[src/sv/xsf_pkg.sv]
// ----------------------------------------------------------------------------
// xsf_pkg
// Shared types and constants of the XOR sprite frame buffer.
// ----------------------------------------------------------------------------
package xsf_pkg;

    localparam int LANES = 8;

    localparam logic [1:0] OP_CLEAR = 2'd0;
    localparam logic [1:0] OP_DRAW  = 2'd1;
    localparam logic [1:0] OP_READ  = 2'd2;

    typedef struct packed {
        logic [1:0] op;
        logic [7:0] x_pos;
        logic [7:0] y_pos;
        logic [3:0] row_offset;
        logic [7:0] sprite_byte;
        logic       first_row;
        logic       last_row;
    } item_t;

    typedef struct packed {
        logic       collision;
        logic       sprite_done;
        logic [7:0] pixel_byte;
    } result_t;

    typedef struct packed {
        logic pix;
        logic old;
        logic hit;
    } lane_t;

    typedef struct packed {
        logic       hit_any;
        logic [7:0] pixels;
    } merge_t;

endpackage

[src/sv/xsf_lane.sv]
// ----------------------------------------------------------------------------
// xsf_lane
// One pixel lane: wrapped column, old pixel and collision for one sprite bit.
// ----------------------------------------------------------------------------
module xsf_lane #(
    parameter int MAX_COLS = 128,
    parameter int CW       = 7,
    parameter int LANE     = 0
) (
    input  logic [CW-1:0]       xm,
    input  logic [CW:0]         cols,
    input  logic                pix,
    input  logic [MAX_COLS-1:0] row,
    output logic [CW-1:0]       col,
    output xsf_pkg::lane_t      stat
);

    localparam logic [CW:0] OFS = (CW+1)'(LANE);

    logic [CW:0] sum;

    // xm is already below cols and the lane offset is below 8, so one subtract wraps
    assign sum = {1'b0, xm} + OFS;
    assign col = (sum >= cols) ? CW'(sum - cols) : CW'(sum);

    always_comb
    begin
        stat.pix = pix;
        stat.old = row[col];
        stat.hit = pix & row[col];
    end

endmodule

[config.mk]
export PLATFORM = sky130hd
export DESIGN_NAME = xsf_lane
export DESIGN_NICKNAME = d
export VERILOG_FILES = /design/src/sv/xsf_pkg.sv /design/src/sv/xsf_lane.sv
export SDC_FILE = /design/constraint.sdc
export NUM_CORES = 1
export LEC_CHECK = 0
export ABC_CLOCK_PERIOD_IN_PS = 3700
export BUFFER_PORTS_ARGS = -buffer_cell sky130_fd_sc_hd__buf_4
export CORE_AREA = 5 5 77 79
export DETAILED_ROUTE_END_ITERATION = 12
export DIE_AREA = 0 0 82 84
export MAX_ROUTING_LAYER = met4
export PLACE_DENSITY = 0.79
export SLEW_MARGIN = 15
export SYNTH_ARGS = -nofsm -noshare
export SYNTH_HDL_FRONTEND = slang
export SYNTH_SLANG_ARGS = --single-unit
[constraint.sdc]
create_clock -name vclk -period 3.7
set_input_delay 0.74 -clock vclk [all_inputs]
set_output_delay 0.74 -clock vclk [all_outputs]
set_load 0.01 [all_outputs]
**After elaboration in Yosys (flattened, before gate mapping)**

Cells that the tools add are included.
W data, S select, Z words.

- Add/sub/neg operators: 1
- Multipliers: 0
- Divide/modulo/power cells: 0
- $lt $le $gt $ge: 2
- Eq/ne operators: 0
- Shifts and indexed selects: 0
- Muxes and demuxes: 3
- Bitwise logic cells: 1
- Reduce and logical (&&, ||, !) cells: 0

Operators by type and width:

| cell | number |
|---|---|
| $ge A7 B8 Y1 | 1 |
| $lt A7 B8 Y1 const B | 1 |
| $bmux W1 S7 | 1 |
| $mux W7 | 1 |
| $sub A7 B7 Y7 | 1 |
| $and A1 B1 Y1 | 1 |
| $mux W1 | 1 |

- Register bits after elaboration: 0
- Bits in latches: 0
- Bits in writable memories: 0
- Bits in read-only memories: 0
- Output and inout bits: 10
- Word-level logic and storage cells: 7
- Memories kept: 0

**Logic depth before layout (Yosys ltp)**

- Word-level depth: 5
- Mapped depth: 17
- Gate-level depth less buffers: 15

**Least setup slack after synthesis**

OpenSTA, ideal clock, no wires.

- Path type: input -> output
- From: input port xm[0]
- To: output port stat[1] (netlist name)
- Data arrival time: 3.278 ns
- Path slack: -0.318 ns
- Cell stages on the path: 15
- Path buffers: 2
- Cells stage by stage: inv_1 ha_1 inv_1 fa_1 nand3_1 a21o_4 a21o_4 buf_6 clkbuf_1 nand3_1 a221oi_1 nor4_1 nor4_1 mux2i_1 mux2i_1

RTL lines:

| item | RTL line | text |
|---|---|---|
| start, declared | xsf_lane.sv:10 | `input logic [CW-1:0] xm,` |
| end, declared | xsf_lane.sv:15 | `output xsf_pkg::lane_t stat` |

==> results.toml <==
[worst_hold_path]
hp-class = "in -> out"

[yosys]
yosys.area_share.xor_xnor_pct = 1.414
yosysWarnings = 0
seq_area_frac_synth_pct = 0
synthMuxAreaShare_pct = 27.27
synth_area_mm2 = 0.001858
yosysUniqueCellTypes = 52
synthCells = 226
synth_area_per_cell_um2 = 8.221
syn_nets = 378
synthSimpleGateAreaFrac_pct = 24.78
synth_compound_area_share_pct = 28.22
synth_top_family_by_area = "compound AO/OA/AOI/OAI gates"
synthAdderAreaFrac_pct = 5.791

[route]
drtAntennaViolNets = 0
finalWirelength_mm = 10.21
dr.pass1.iters = 5
viasPerCell = 5.678
drc = 0
num_vias = 2896
first_iter_violations = 159
wl_per_cell_um = 20.02

[cells_and_area]
fin_cells = 510
clock_buffers = 0
regArea_um2 = 0
insertedDiodeCount = 0
finish.utilization_pct = 75.38
fill_cells = 365
seq_cells = 0
syn2layout_area_growth_pct = 113.8
final_nets = 592
drive_gt1_share_pct = 68.49
fin_area_mm2 = 0.003973

[grt]
grt_use_total_pct = 23.98
grt_max_degree = 26
grt_pass1_vias = 2884
antenna_found_initial = 0
grt_pass1_wl_mm = 13.13
grt.overflow.total = 0

[place]
dp_hpwl_mm = 7.104
place_inst = 486
io_buffers = 154
placed_area_mm2 = 0.003508
pre_cts_ws_ns = -0.7669
place_congestion = 0.8101

[timing]
setup_slack_ns = -0.7180
period_share_pct = 119.4
fin_setup_tns_ns = -1.420
rsz0062_at_grt = "true"
hold_slack_ns = 1.678
setup_viol = 2
tightest_slew_ns = 0.4944
hold_viol_final = 0
fmax_ghz = 0.2263
period_minus_slack_ns = 4.418
slew_headroom_pct = 66.96
finalMaxSlewViolations = 0

[critical_path]
startpoint_type = "primary input"
crit_type = "in -> out"
cpLargestDelayFamily = "compound AO/OA/AOI/OAI gates"
cp_num_buf_inv = 5
max_stage_delay_ns = 0.54
crit_path_max_fanout = 4
end_kind = "primary output"
cp_data_arrival_time_ns = 3.68
worst_ep_required_time_ns = 2.96
slowest_stage = "mux4_2"
path_cells = "buf_12 > inv_12 > ha_4 > inv_2 > fa_2 > nand3_4 > a21o_4 > a21o_4 > nand2_8 > buf_4 > mux4_2 > mux2i_2 > nor3_2 > a2111oi_4 > a21o_1 > o22ai_2 > buf_4"

[floorplan]
io_pins = 154
die_x_um = 82
rows = 27
start_util_pct = 35.26
dieArea_mm2 = 0.006888
die_h_um = 84
core_area_mm2 = 0.005270

[power_and_ir_drop]
power_mw = 0.8132
peakVddDrop_uv = 118.7
powerDensity_mw_per_mm2 = 204.7
leakage_nw = 1.869

[run]
cap_violations = 0

[cts]
cts_hold_buf = 0

[status]
status = "finished, violations left"
violations = "negative setup slack"
-- area by class of cell --
| type | count | area [µm²] | area share (%) |
|---|---|---|---|
| Tap cell | 72 | 90.09 | 2.268 |
| Timing Repair Buffer | 232 | 1899 | 47.81 |
| Inverter | 15 | 78.83 | 1.984 |
| Multi-Input combinational cell | 191 | 1904 | 47.94 |
-- per-layer routing --
layer	wire length (µm)	global-route usage, %
met1	3555	26.81
met3	687	2.376
met4	343	6.042
met2	5626	44.23
met5	0	-
-- report_power, final --
| group | switching (mW) | internal [mW] |
|---|---|---|
| clock | 0 | 0 |
| combinational | 0.361 | 0.452 |
| sequential | 0 | 0 |
| total | 0.361 | 0.452 |
-- what timing repair did --
| item | CTS | global route |
|---|---|---|
| setup buffers | 5 | 17 |
| setup endpoints to repair | 3 | 4 |
| pin swaps | 7 | 19 |
| resized for setup | 8 | 48 |
| cloned | 1 | 2 |
-- placed cells by master (no fill, tap or decap), types with 3 or more instances in the layout --
cell        n
mux4_2      8
a21oi_1    19
ha_4        6
nor4_2      3
mux4_1      4
mux2i_2     5
o21ai_0     4
a21o_1      3
nand2_1    15
a32oi_1     4
nor4_1      5
mux2i_1    13
nand3_1    27
buf_12      8
a221oi_2    9
nor2_1      5
and3_1      3
buf_6       4
a221oi_1    3
nand4_1     5
buf_4     216
inv_1       7
inv_2       5
-- Yosys cell counts (all sizes together), types with 2 or more instances --
library cell   n  area [µm²]
a311oi         3       26.28
nand2b         2       12.51
a21oi         21       105.1
o32ai          2       17.52
nor2b          2       12.51
mux2i         19       202.7
o22ai          2       12.51
nor4           8       56.30
o21a           2       15.01
nor2           5       18.77
a221oi        12       117.6
nand3         29       150.1
buf           18       165.2
a211oi         5       42.54
nand2         17       87.58
clkbuf         3       11.26
or3            2       12.51
a31oi          2       12.51
nor3           3       15.01
a32oi          4       35.03
and3           4       25.02
o21ai          4       20.02
xnor2          2       17.52
a21o           5       52.55
nand4          5       31.28
ha             7       87.58
mux4          12       304.0
inv           15       56.30
-- cell families after synthesis --
family                   count (synthesis)
AND/OR/NAND/NOR                         80
AO/OA/AOI/OAI                           68
buffers and inverters                   36
multiplexers                            31
adder cells (fa/ha/maj)                  8
XOR/XNOR                                 3
-- worst paths after layout --
| path | startpoint | to | slack [ns] | cells after the start |
|---|---|---|---|---|
| max | xm[0] | stat[0] | -0.72 | 17 |
| min | pix | stat[2] | 1.68 | 2 |
(Power assumes the default switching activity.)
